`src/rtl/core/shape_fill_pixel_test_unit_macros.svh`:
```
// ----------------------------------------------------------------------------
// Shape fill pixel test: assertion macros
// Clocked on i_clk and held off while i_rst_n is low.
// ----------------------------------------------------------------------------
`ifndef SHAPE_FILL_PIXEL_TEST_UNIT_MACROS_SVH
`define SHAPE_FILL_PIXEL_TEST_UNIT_MACROS_SVH

// Same-cycle implication.
`define SFPT_ASSERT_IMP(label, ante, cons, msg) \
    label: assert property (@(posedge i_clk) disable iff (!i_rst_n) \
        (ante) |-> (cons)) else $error(msg);

// Next-cycle implication.
`define SFPT_ASSERT_NEXT(label, ante, cons, msg) \
    label: assert property (@(posedge i_clk) disable iff (!i_rst_n) \
        (ante) |=> (cons)) else $error(msg);

`endif

```
`src/rtl/core/sfpt_pkg.sv`:
```
// ----------------------------------------------------------------------------
// sfpt_pkg
// Constants, register codes and pipeline word types of the shape fill test.
// ----------------------------------------------------------------------------
`default_nettype none

package sfpt_pkg;

    localparam int SCREEN_WIDTH  = 800;
    localparam int SCREEN_HEIGHT = 480;

    localparam int PX_W    = 10;
    localparam int PY_W    = 9;
    localparam int COORD_W = 12;
    localparam int EXT_W   = 11;
    localparam int ADDR_W  = 19;
    localparam int COLOR_W = 32;
    localparam int DELTA_W = COORD_W + 1;
    localparam int MAG_W   = COORD_W;
    localparam int SQ_W    = 2 * MAG_W;
    localparam int ESQ_W   = 2 * EXT_W;
    localparam int DSUM_W  = SQ_W + 1;
    localparam int TERM_W  = SQ_W + ESQ_W;
    localparam int PROD_W  = 2 * ESQ_W;
    localparam int SUM_W   = TERM_W + 1;
    localparam int IDX_W   = 3;
    localparam int DATA_W  = 32;

    localparam logic [1:0] SHAPE_CIRCLE  = 2'd0;
    localparam logic [1:0] SHAPE_ELLIPSE = 2'd1;
    localparam logic [1:0] SHAPE_RECT    = 2'd2;

    localparam logic [2:0] HALF_WHOLE = 3'd0;
    localparam logic [2:0] HALF_UPPER = 3'd1;
    localparam logic [2:0] HALF_LOWER = 3'd2;
    localparam logic [2:0] HALF_LEFT  = 3'd3;
    localparam logic [2:0] HALF_RIGHT = 3'd4;

    localparam logic [IDX_W-1:0] CFG_SHAPE_KIND  = 3'd0;
    localparam logic [IDX_W-1:0] CFG_HALF_SELECT = 3'd1;
    localparam logic [IDX_W-1:0] CFG_REF_X       = 3'd2;
    localparam logic [IDX_W-1:0] CFG_REF_Y       = 3'd3;
    localparam logic [IDX_W-1:0] CFG_EXTENT_A    = 3'd4;
    localparam logic [IDX_W-1:0] CFG_EXTENT_B    = 3'd5;
    localparam logic [IDX_W-1:0] CFG_FILL_COLOR  = 3'd6;

    typedef struct packed {
        logic [1:0]                shape_kind;
        logic [2:0]                half_select;
        logic signed [COORD_W-1:0] ref_x;
        logic signed [COORD_W-1:0] ref_y;
        logic [EXT_W-1:0]          extent_a;
        logic [EXT_W-1:0]          extent_b;
        logic [COLOR_W-1:0]        fill_color;
    } t_cfg;

    typedef struct packed {
        logic              valid;
        logic [1:0]        shape_kind;
        logic [MAG_W-1:0]  adx;
        logic [MAG_W-1:0]  ady;
        logic              half_ok;
        logic              rect_in;
        logic              on_screen;
        logic [ADDR_W-1:0] addr;
    } t_s1;

    typedef struct packed {
        logic              valid;
        logic [1:0]        shape_kind;
        logic [TERM_W-1:0] t1;
        logic [TERM_W-1:0] t2;
        logic [PROD_W-1:0] ab2;
        logic              circ_in;
        logic              half_ok;
        logic              rect_in;
        logic              on_screen;
        logic [ADDR_W-1:0] addr;
    } t_s3;

endpackage

`default_nettype wire

```
`src/rtl/core/sfpt_front.sv`:
```
// ----------------------------------------------------------------------------
// sfpt_front
// First stage: offsets from the reference point, their magnitudes, the
// rectangle and half tests, the screen bounds check and the word address.
// ----------------------------------------------------------------------------
`default_nettype none

module sfpt_front (
    input  wire                        i_clk,
    input  wire                        i_rst_n,
    input  wire                        i_valid,
    input  wire [sfpt_pkg::PX_W-1:0]   i_pixel_x,
    input  wire [sfpt_pkg::PY_W-1:0]   i_pixel_y,
    input  wire sfpt_pkg::t_cfg        i_cfg,
    output sfpt_pkg::t_s1              o_s1
);

    logic signed [sfpt_pkg::DELTA_W-1:0] w_x;
    logic signed [sfpt_pkg::DELTA_W-1:0] w_y;
    logic signed [sfpt_pkg::DELTA_W-1:0] w_cx;
    logic signed [sfpt_pkg::DELTA_W-1:0] w_cy;
    logic signed [sfpt_pkg::DELTA_W-1:0] w_dx;
    logic signed [sfpt_pkg::DELTA_W-1:0] w_dy;
    logic signed [sfpt_pkg::DELTA_W-1:0] w_ea;
    logic signed [sfpt_pkg::DELTA_W-1:0] w_eb;
    logic                                w_half_ok;
    sfpt_pkg::t_s1                       n_s1;
    sfpt_pkg::t_s1                       r_s1;

    assign w_x  = $signed(sfpt_pkg::DELTA_W'(i_pixel_x));
    assign w_y  = $signed(sfpt_pkg::DELTA_W'(i_pixel_y));
    assign w_cx = sfpt_pkg::DELTA_W'(i_cfg.ref_x);
    assign w_cy = sfpt_pkg::DELTA_W'(i_cfg.ref_y);
    assign w_ea = $signed(sfpt_pkg::DELTA_W'(i_cfg.extent_a));
    assign w_eb = $signed(sfpt_pkg::DELTA_W'(i_cfg.extent_b));
    assign w_dx = w_x - w_cx;
    assign w_dy = w_y - w_cy;

    // The center line belongs to every half.
    always_comb begin
        case (i_cfg.half_select)
            sfpt_pkg::HALF_UPPER: w_half_ok = (w_dy <= 0);
            sfpt_pkg::HALF_LOWER: w_half_ok = (w_dy >= 0);
            sfpt_pkg::HALF_LEFT:  w_half_ok = (w_dx <= 0);
            sfpt_pkg::HALF_RIGHT: w_half_ok = (w_dx >= 0);
            default:              w_half_ok = 1'b1;
        endcase
    end

    always_comb begin
        n_s1.valid      = i_valid;
        n_s1.shape_kind = i_cfg.shape_kind;
        n_s1.adx        = w_dx[sfpt_pkg::DELTA_W-1] ? sfpt_pkg::MAG_W'(-w_dx)
                                                    : sfpt_pkg::MAG_W'(w_dx);
        n_s1.ady        = w_dy[sfpt_pkg::DELTA_W-1] ? sfpt_pkg::MAG_W'(-w_dy)
                                                    : sfpt_pkg::MAG_W'(w_dy);
        n_s1.half_ok    = w_half_ok;
        n_s1.rect_in    = (w_dx >= 0) && (w_dx < w_ea) && (w_dy >= 0) && (w_dy < w_eb);
        n_s1.on_screen  = (int'(i_pixel_x) < sfpt_pkg::SCREEN_WIDTH)
                       && (int'(i_pixel_y) < sfpt_pkg::SCREEN_HEIGHT);
        n_s1.addr       = sfpt_pkg::ADDR_W'(sfpt_pkg::SCREEN_WIDTH)
                        * sfpt_pkg::ADDR_W'(i_pixel_y)
                        + sfpt_pkg::ADDR_W'(i_pixel_x);
    end

    always_ff @(posedge i_clk) begin
        if (!i_rst_n) begin
            r_s1.valid <= 1'b0;
        end else begin
            r_s1.valid <= n_s1.valid;
        end
        r_s1.shape_kind <= n_s1.shape_kind;
        r_s1.adx        <= n_s1.adx;
        r_s1.ady        <= n_s1.ady;
        r_s1.half_ok    <= n_s1.half_ok;
        r_s1.rect_in    <= n_s1.rect_in;
        r_s1.on_screen  <= n_s1.on_screen;
        r_s1.addr       <= n_s1.addr;
    end

    assign o_s1 = r_s1;

endmodule

`default_nettype wire

```
`config.mk`:
```
export PLATFORM = sky130hd
export DESIGN_NAME = sfpt_front
export DESIGN_NICKNAME = d
export VERILOG_FILES = /design/src/rtl/core/shape_fill_pixel_test_unit_macros.svh /design/src/rtl/core/sfpt_pkg.sv /design/src/rtl/core/sfpt_front.sv
export SDC_FILE = /design/constraint.sdc
export NUM_CORES = 1
export LEC_CHECK = 0
export ABC_AREA = 1
export BUFFER_PORTS_ARGS = -buffer_cell sky130_fd_sc_hd__buf_2
export CAP_MARGIN = 20
export CORE_AREA = 4 4 104 106
export DETAILED_ROUTE_END_ITERATION = 6
export DIE_AREA = 0 0 108 110
export GPL_TIMING_DRIVEN = 0
export PLACE_DENSITY = 0.77
export SLEW_MARGIN = 10
export SYNTH_ARGS = -nofsm -noshare
export SYNTH_HDL_FRONTEND = slang
export SYNTH_SLANG_ARGS = --single-unit
```
`constraint.sdc`:
```
create_clock -name i_clk -period 3.16 [get_ports i_clk]
set_input_delay 0.158 -clock i_clk [delete_from_list [all_inputs] [get_ports i_clk]]
set_output_delay 0.158 -clock i_clk [all_outputs]
set_load 0.02 [all_outputs]
```
; ---- Yosys cells after proc, flatten, opt, wreduce, memory -nomap -nowiden
; Index checks and enable logic that the tools add are counted.
[word_totals]
output_inout_bits = 49
input_bits = 105
wordCells = 33
ff_bits = 49
[classes]
n_mux = 3
n_reduce_logical = 4
add_sub_neg = 5
multipliers = 1
eq_ne = 4
order_cmp = 8
[op_table]
columns = op, n
row1 = ">= comparator 13 x 1 -> 1 bit, second input constant", 2
row2 = "<= comparator 13 x 1 -> 1 bit, second input constant", 2
row3 = < comparator 13 x 12 -> 1 bit, 2
row4 = two-way mux 12 bit, 2
row5 = negation 12 bit, 2
row6 = adder 19 x 10 -> 19 bit, 1
row7 = "multiplier 5 x 9 -> 14 bit, first input constant", 1
row8 = subtractor 10 x 12 -> 13 bit, 1
row9 = subtractor 11 x 12 -> 13 bit, 1
row10 = "< comparator 10 bit, second input constant", 1
row11 = "< comparator 9 bit, second input constant", 1
row12 = "== test 3 x 2 -> 1 bit, second input constant", 2
row13 = logical AND 1 bit, 4
row14 = one-hot mux 1 bit (4 select lines), 1
row15 = "== test 3 x 1 -> 1 bit, second input constant", 1
row16 = "== test 3 bit, second input constant", 1

; ---- Longest topological paths before layout
; Gate-level depths: netlist of run 1.
[depth]
word_depth = 5
mapped_depth = 20
mapped_depth_nobuf = 19

; ---- Least setup slack after synthesis of run 1
; No wires, ideal clock.
[synth_path]
kind = input -> register
start = input port i_pixel_y[3] in the netlist's numbering
end = register r_s1, in the netlist o_s1[16]
required_time_ns = 3.041
setup_ns = 0.119
n_path_buf = 0
path_stages = 14
path_slack_ns = 0.506
arrival_time_ns = 2.535
path_cell_list = ha_1 > ha_1 > inv_1 > fa_1 > inv_1 > ha_1 > a21oi_1 > nand2_1 > xor2_1 > nor2_1 > nand2_1 > nor2_2 > nand2_1 > xor2_1
[synth_rtl]
columns = element, line_no
row1 = start: declaration, sfpt_front.sv:13  ; input wire [sfpt_pkg::PY_W-1:0] i_pixel_y,
row2 = end: declaration, sfpt_front.sv:28  ; sfpt_pkg::t_s1 r_s1;

==> metrics, run 1 <==
Top FF cell, synth=dfxtp_1; DRC errors left=0; Rows=36; Max Cap Viol=0; leakage power=3.43 nW; Overflow after GRT=0; per-cell routed wire length=11.0 microns; setup repair after global routing missed its margin=no; maximum vdd ir drop=0.336 mV; Setup crit start kind=primary input; CP top delay family=simple AND/OR/NAND/NOR gates; DRT Wirelength=10800 microns; largest cells by area after synthesis=dfxtp_1 20%, ha_1 19%, nand2_1 14%; Inserted Clock Buffers=5; warnings from Yosys=0; GRT Util Overall=18.3%; first-pass GRT wire length=17800 microns; DP Worst Slack=114 ps; post-CTS resize count=0; slowest CP cell=dlygate4sd3_1; CTS Root Cell=clkbuf_8; Fin. Hold Viols=0; synthesized cell area=4840 sq um; fin nets=1037; pwr/cell area=448 nW/um^2; PnR worst setup slack=331 ps; fin cells=984; DR iter-0 viols=137; final period utilization=89.5%; Seq/Total Area, Yosys=20.3%; Yosys reg bits=49; post-layout min period=2830 ps; htree depth=2; Die H=110 microns; Critical path buffers and inverters=5; Initial Util=49.5%; worst slew pin tran=405 ps; WS Path Type=in -> reg; CP most frequent cell=inv_1; CTS tree=built; Sw Ratio=43.3%; part of the power in registers=30.9%; # placed instances=969; vias in the first global route=4132; Max Clk Rate=353 MHz; area of the core=9770 sq um; Synth Instances=715; I/O Buffers=121; Area Overhead vs Synth=19.4%; clk buf depth=2; Combinational Power Share=54.3%; WP data required=3350 ps; post-route setup TNS=0 ps; run status=completed; Syn Area/Cell=6.76 sq um; crit-path cells=dlygate4sd3_1, buf_2, inv_1, ha_1, inv_1, fa_1, nand2_1, nand3_2, nand3b_1, nand2_2, ha_1, nand2_1, inv_1, o21ai_0, nand3_1, nand3_1, a21boi_0, nor2_1, nor3_1, nor2_1; HP Class=in -> reg; Final setup violation count=0; share of total power in the clock network=14.9%; hpwl dp=9430 microns; Cell variety after synth=37; Clock Pin Slew Worst Setup and Hold Paths=90 ps; Via-to-Cell Ratio=4.70; top cell type's share of synthesized area=20.3%; Top Ports=154; Sink Count=49; Worst Path Max Fanout=4; Post-synth EDFFs=0; leading area contributor after synthesis=dfxtp_1; share of layout cells above drive strength 1=21.7%; Worst EP arrival=3020 ps; via count=4623; max FFs per register=49; final core utilization=59.1%; width of the die=108 microns; CP endpoint kind=register; relative slew slack=72.9%; max-slew violations=0; Antenna Violating Nets Remaining=0; die area=11900 sq um; Async S/R FF share, synth=0%; Pint=1.47 mW; Net Sw Power=1.12 mW; ANT cells=0; slowest stage delay, CP=530 ps; Mapped Nets=902; initial antenna violation count=0; DR pass1 iterations=4; RD Place Congestion=0.866; pin count of the biggest net entering global routing=16
==> worst paths after layout <==
kind,start,depth (start not counted),endpoint,slack (ps)
setup / recovery,i_pixel_x[0],20,o_s1[20]$_DFF_P_,330
hold / removal,i_valid,3,o_s1[48]$_SDFF_PN0_,40
==> Yosys cell counts, drive strengths merged (2+ instances only) <==
library cell / instances
nor2: 65
nand2: 205
nor3: 8
xor2: 26
o21ai: 9
nand4: 16
inv: 149
nand3: 53
fa: 7
dfxtp: 49
buf: 2
o21bai: 4
or2: 2
xnor2: 8
a21oi: 23
nand3b: 8
ha: 75
==> routing by layer <==
layer  up-vias  global-route usage (%)  share of wire, %
met3         4                    1.81               4.4
li1       2501                       -                 -
met5         -                       0                 0
met2        96                    33.9                50
met1      2022                    23.1                45
met4         0                    3.79              0.60
==> power by group through the flow <==
stage / Sequential [mW] / Clock, mW / Combinational (mW)
floorplan: 1.01 / 0 / 0.831
global placement: 0.810 / 0 / 1.38
detailed placement: 0.813 / 0 / 1.40
CTS: 0.799 / 0.403 / 1.41
global route: 0.814 / 0.428 / 1.58
finish: 0.798 / 0.385 / 1.40
==> stage by stage <==
| stage | hold slack [ps] | power (mW) | area [sq um] |
|---|---|---|---|
| global placement | 261 | 2.19 | 5610 |
| global route | 52.0 | 2.82 | 5770 |
| floorplan | 186 | 1.85 | 4840 |
| finish | 36.9 | 2.58 | 5770 |
| detailed placement | 262 | 2.22 | 5610 |
| CTS | 27.9 | 2.62 | 5770 |
==> cell type report <==
type                    count  area [sq um]
plain buffers               2          22.5
repair buffers            128           676
multi-input cells         515          3270
fillers                   975          4000
well taps                 133           166
clock inverters             2          13.8
flip-flops and latches     49           981
clock buffers               6          82.6
inverters                 149           559
==> cells by family (layout without fill, tap and decap cells) <==
logic type | count (synthesis) | in the layout | share of synthesized area (%)
AO/OA/AOI/OAI | 42 | 42 | 5.49
XOR/XNOR | 34 | 34 | 6.47
adder cells (fa/ha/maj) | 82 | 82 | 22.3
buffers and inverters | 151 | 287 | 12.0
flip-flops | 49 | 49 | 20.3
AND/OR/NAND/NOR | 357 | 357 | 33.4
==> what timing repair did <==
item | CTS | global route
setup buffers | 0 | 0
endpoints found under the hold margin | 7 | 0
hold buffers | 7 | 0
==> placed cells by master (no fill, tap or decap), types with 2 or more instances in the layout <==
| cell type | count |
|---|---|
| xor2_1 | 25 |
| nor2_2 | 11 |
| dlygate4sd3_1 | 7 |
| a21oi_1 | 21 |
| clkbuf_8 | 6 |
| buf_2 | 121 |
| o21ai_2 | 3 |
| nor2_1 | 53 |
| dfxtp_1 | 49 |
| nor3_1 | 7 |
| nand4_1 | 16 |
| xnor2_1 | 7 |
| ha_1 | 75 |
| inv_1 | 143 |
| inv_2 | 6 |
| buf_6 | 2 |
| nand3_2 | 6 |
| nand3b_1 | 8 |
| nand2_2 | 19 |
| o21ai_0 | 6 |
| fa_1 | 7 |
| nand3_1 | 47 |
| nand2_1 | 185 |
| o21bai_1 | 3 |
(Power assumes the default switching activity.)
==> run 2: changes to the inputs <==
--- a/config.mk
+++ b/config.mk
@@ -8,9 +8,9 @@
 export ABC_AREA = 1
 export BUFFER_PORTS_ARGS = -buffer_cell sky130_fd_sc_hd__buf_2
 export CAP_MARGIN = 20
-export CORE_AREA = 4 4 104 106
+export CORE_AREA = 4 4 106 108
 export DETAILED_ROUTE_END_ITERATION = 6
-export DIE_AREA = 0 0 108 110
+export DIE_AREA = 0 0 110 112
 export GPL_TIMING_DRIVEN = 0
 export PLACE_DENSITY = 0.77
 export SLEW_MARGIN = 10
==> constraint.sdc (replaced) <==
create_clock -name i_clk -period 2.3 [get_ports i_clk]
set_input_delay 0.115 -clock i_clk [delete_from_list [all_inputs] [get_ports i_clk]]
set_output_delay 0.115 -clock i_clk [all_outputs]
set_load 0.02 [all_outputs]
==> run 2 against run 1 <==
Against the previous run:
- the flow now finishes with violations (negative setup slack)
- non-clock buffer count grew 11
- power is 50% higher
- sequential power up 38%
- critical path depth decreased by 2
- clock power is 30% higher
- first-iteration DRC count grew 17%
- clock-buffer cell count decreased by 1
- global-route usage is 0.51 points higher
- hold slack worse by 24 ps
- cell count grew 1.4%
- flip-flop and latch count is the same
==> metrics, run 2 (synthesis gave the netlist of run 1 again) <==
DR pass1 iterations=4; maximum vdd ir drop=0.570 mV; worst slew pin tran=372 ps; via count=4733; Fin. Hold Viols=0; final core utilization=61.3%; HP Class=in -> reg; Area Overhead vs Synth=29.7%; Max Cap Viol=0; leakage power=3.49 nW; DRT Wirelength=11700 microns; relative slew slack=75.1%; violated checks=negative setup slack; fin cells=998; Initial Util=47.3%; per-cell routed wire length=11.7 microns; max-slew violations=0; setup repair after global routing missed its margin=yes; initial antenna violation count=0; first-pass GRT wire length=19100 microns; I/O Buffers=121; RD Place Congestion=0.899; Hold Startpoint=i_valid; Die H=112 microns; Max Clk Rate=424 MHz; Clock Pin Slew Worst Setup and Hold Paths=90 ps; Via-to-Cell Ratio=4.74; PnR worst setup slack=-59.9 ps; Rows=37; GRT Util Overall=18.8%; WS Path Type=in -> reg; die area=12300 sq um; pin count of the biggest net entering global routing=16; Worst Path Max Fanout=4; DRC errors left=0; pwr/cell area=619 nW/um^2; Inserted Clock Buffers=5; WP data required=2500 ps; Fillers=977; DR iter-0 viols=160; hpwl dp=9570 microns; Hold WS=12.5 ps; Setup crit start kind=primary input; worst hold path depth=3; Worst EP arrival=2560 ps; WHS Endpoint=o_s1[48]$_SDFF_PN0_; # placed instances=972; CP endpoint kind=register; run status=complete, but fails checks; Top Ports=154; Sink Count=49; final period utilization=103%; fin nets=1048; ANT cells=0; clk buf depth=2; Final setup violation count=4; CTS tree=built; max FFs per register=49; commonest non-fill, non-tap cells in the layout=173 x nand2_1, 137 x inv_1, 116 x buf_2, 56 x ha_1, 50 x nor2_1; width of the die=110 microns; htree depth=2; area of the core=10200 sq um; post-route setup TNS=-145 ps; Overflow after GRT=0; most common cell after layout, fill and taps aside=nand2_1; Antenna Violating Nets Remaining=0; share of layout cells above drive strength 1=28.7%; post-layout min period=2360 ps; vias in the first global route=4564; CTS Root Cell=clkbuf_8
## run 2: per-layer routing
metal,track usage (%),share of wire [%]
met1,23.3,44
met2,34.1,49
met3,2.61,5.7
met4,3.74,1.4
met5,0,0
## run 2: how the worst max path moves through the flow
stage	from	slack, ps	endpoint
floorplan	i_pixel_y[4]	-130	o_s1[18]$_DFF_P_
finish	i_pixel_y[5]	-60	o_s1[17]$_DFF_P_
CTS	i_pixel_y[2]	-6	o_s1[16]$_DFF_P_
global route	i_pixel_y[1]	-160	o_s1[16]$_DFF_P_
global placement	i_pixel_y[4]	-480	o_s1[16]$_DFF_P_
detailed placement	i_pixel_y[4]	-520	o_s1[16]$_DFF_P_
## run 2: power by group
group | internal, mW | switching, mW | leakage [nW]
Sequential | 1.05 | 0.0402 | 0.413
Combinational | 0.925 | 1.37 | 3.04
Clock | 0.211 | 0.289 | 0.0439
Total | 2.19 | 1.70 | 3.49
## run 2: critical path, stage by stage
cell and delay [ps]:
buf_12 110, ha_4 240, ha_4 250, inv_2 30
fa_1 510, inv_2 50, ha_4 310, nand2_4 60
nor2_4 120, nand2_2 70, nand3_4 100, nand3_2 90
nand3b_1 100, nand2_2 80, nor2_4 150, nand2_1 70
nand2_1 60, nand2_1 50
## run 2: layout make-up
class	count	area (sq um)	share of cell area [%]
Clock buffer	5	68.8	1.10
Clock inverter	3	17.5	0.279
Sequential cell	49	981	15.6
Buffer	2	22.5	0.359
Multi-Input combinational cell	515	3650	58.2
Inverter	149	559	8.92
Tap cell	136	170	2.71
Timing Repair Buffer	139	800	12.7
## run 2: per-stage QoR
step / area (sq um) / total power, mW / setup WS [ps]
final: 6270 / 3.89 / -59.9
after global routing: 6270 / 4.23 / -159
after CTS: 6020 / 3.75 / -6.42
after detailed placement: 5760 / 3.14 / -516
after global placement: 5760 / 3.10 / -476
after floorplan: 4980 / 2.62 / -125
## run 2: timing repair
item	in CTS	in global routing
endpoints found under the hold margin	7	0
resized for setup	22	37
endpoints found under the setup margin	5	6
setup buffers	3	8
pin swaps	14	25
hold buffers	7	0
==> run 3: changes to the inputs <==
--- a/config.mk
+++ b/config.mk
@@ -8,11 +8,11 @@
 export ABC_AREA = 1
 export BUFFER_PORTS_ARGS = -buffer_cell sky130_fd_sc_hd__buf_2
 export CAP_MARGIN = 20
-export CORE_AREA = 4 4 106 108
+export CORE_AREA = 10 10 121 123
 export DETAILED_ROUTE_END_ITERATION = 6
-export DIE_AREA = 0 0 110 112
+export DIE_AREA = 0 0 131 133
 export GPL_TIMING_DRIVEN = 0
-export PLACE_DENSITY = 0.77
+export PLACE_DENSITY = 0.67
 export SLEW_MARGIN = 10
 export SYNTH_ARGS = -nofsm -noshare
 export SYNTH_HDL_FRONTEND = slang
==> run 3 against run 2 <==
Against the previous run:
- the flow still finishes with violations (negative setup slack)
- flip-flop and latch count did not move
- power increased by 7.6%
- clock-buffer cell count rose by 1
- die area up 41%
- via count fell by 0.25%
- critical endpoint is now o_s1[16]$_DFF_P_
==> metrics, run 3 (synthesis gave the netlist of run 1 again) <==
CTS tree=built; final period utilization=102%; DR pass1 iterations=5; most common cell after layout, fill and taps aside=nand2_1; max-slew violations=0; GRT Util Overall=14.2%; Initial Util=39.1%; Antenna Violating Nets Remaining=0; run status=complete, but fails checks; HP Class=in -> reg; Clock Pin Slew Worst Setup and Hold Paths=70 ps; first-pass GRT wire length=20500 microns; htree depth=2; Pwr Total=4.18 mW; via count=4721; per-cell routed wire length=12.3 microns; maximum vdd ir drop=0.560 mV; Max Clk Rate=427 MHz; vias in the first global route=4534; pin count of the biggest net entering global routing=16; Overflow after GRT=0; Top Ports=154; hpwl dp=10600 microns; worst hold path depth=3; width of the die=131 microns; Fin. Hold Viols=0; # placed instances=1008; DP Worst Slack=-497 ps; CTS Root Cell=clkbuf_16; fin cells=1037; share of layout cells above drive strength 1=30.6%; setup repair after global routing missed its margin=yes; initial antenna violation count=1; Final setup violation count=2; clk buf depth=2; Worst Path Max Fanout=6; post-route setup TNS=-68.4 ps; Rows=41; Worst EP arrival=2530 ps; WP data required=2490 ps; max FFs per register=49; leakage power=3.55 nW; DRT Wirelength=12700 microns; DRC errors left=0; WS Path Type=in -> reg; worst slew pin tran=422 ps; I/O Buffers=121; Die H=133 microns; die area=17400 sq um; Sink Count=49; final core utilization=52.3%; Area Overhead vs Synth=33.6%; pwr/cell area=647 nW/um^2; Max Cap Viol=0; Worst Setup SP=i_pixel_y[2]; Inserted Clock Buffers=5; CP endpoint kind=register; RD Place Congestion=0.865; Fillers=1249; Via-to-Cell Ratio=4.55; PnR worst setup slack=-42.6 ps; DR iter-0 viols=207; Setup crit start kind=primary input; commonest non-fill, non-tap cells in the layout=168 x nand2_1, 134 x inv_1, 116 x buf_2, 55 x ha_1; fin nets=1050; relative slew slack=71.8%; Worst Setup EP=o_s1[16]$_DFF_P_; area of the core=12400 sq um; violated checks=negative setup slack; post-layout min period=2340 ps
[run 3: area by class of cell]
| class | count | area, sq um | area share, % |
|---|---|---|---|
| Antenna cell | 1 | 2.50 | 0.0387 |
| Buffer | 2 | 22.5 | 0.348 |
| Clock buffer | 6 | 139 | 2.15 |
| Clock inverter | 2 | 13.8 | 0.213 |
| Inverter | 149 | 559 | 8.65 |
| Multi-Input combinational cell | 515 | 3700 | 57.3 |
| Sequential cell | 49 | 981 | 15.2 |
| Tap cell | 172 | 215 | 3.33 |
| Timing Repair Buffer | 141 | 825 | 12.8 |
[run 3: metal layers]
| layer | routed length (microns) | GRT usage (%) | part of all wire (%) |
|---|---|---|---|
| met3 | 925 | 3.96 | 7.3 |
| met5 | 0 | 0 | 0 |
| met2 | 6240 | 24.8 | 49 |
| met1 | 5490 | 17.0 | 43 |
| met4 | 85 | 2.60 | 0.67 |
[run 3: worst min path at each step]
stage	to	startpoint	slack (ps)
detailed placement	o_s1[46]$_DFF_P_	i_cfg[81]	220
CTS	o_s1[48]$_SDFF_PN0_	i_rst_n	5
floorplan	o_s1[0]$_DFF_P_	i_pixel_x[0]	140
global route	o_s1[48]$_SDFF_PN0_	i_rst_n	10
finish	o_s1[48]$_SDFF_PN0_	i_rst_n	9
global placement	o_s1[46]$_DFF_P_	i_cfg[81]	220
[run 3: timing repair]
action | in CTS | in global routing
gates resized for setup | 26 | 52
endpoints found under the hold margin | 8 | 0
pin swaps | 18 | 25
setup buffers | 5 | 7
hold buffers | 8 | 0
setup endpoints to repair | 5 | 7
[run 3: power by group]
group | total (mW) | internal, mW | switching [mW] | leakage, nW
combinational | 2.32 | 0.930 | 1.39 | 3.06
clock | 0.760 | 0.433 | 0.327 | 0.0768
sequential | 1.09 | 1.06 | 0.0392 | 0.413
[run 3: worst max-delay path, stage by stage]
cell	delay, ps
buf_6	110
ha_4	240
ha_4	260
fa_1	440
ha_4	290
nand2_2	60
inv_2	50
nor2_2	120
nand2_2	100
xnor2_4	180
nor2_2	140
nand2_2	80
nor2_2	130
nand2_1	80
xor2_1	140
[run 3: metrics by stage]
| stage | cell area (sq um) | hold slack, ps |
|---|---|---|
| floorplan | 4980 | 143 |
| global placement | 5800 | 218 |
| detailed placement | 5800 | 219 |
| CTS | 6180 | 5.17 |
| global route | 6460 | 13.4 |
| finish | 6460 | 8.90 |
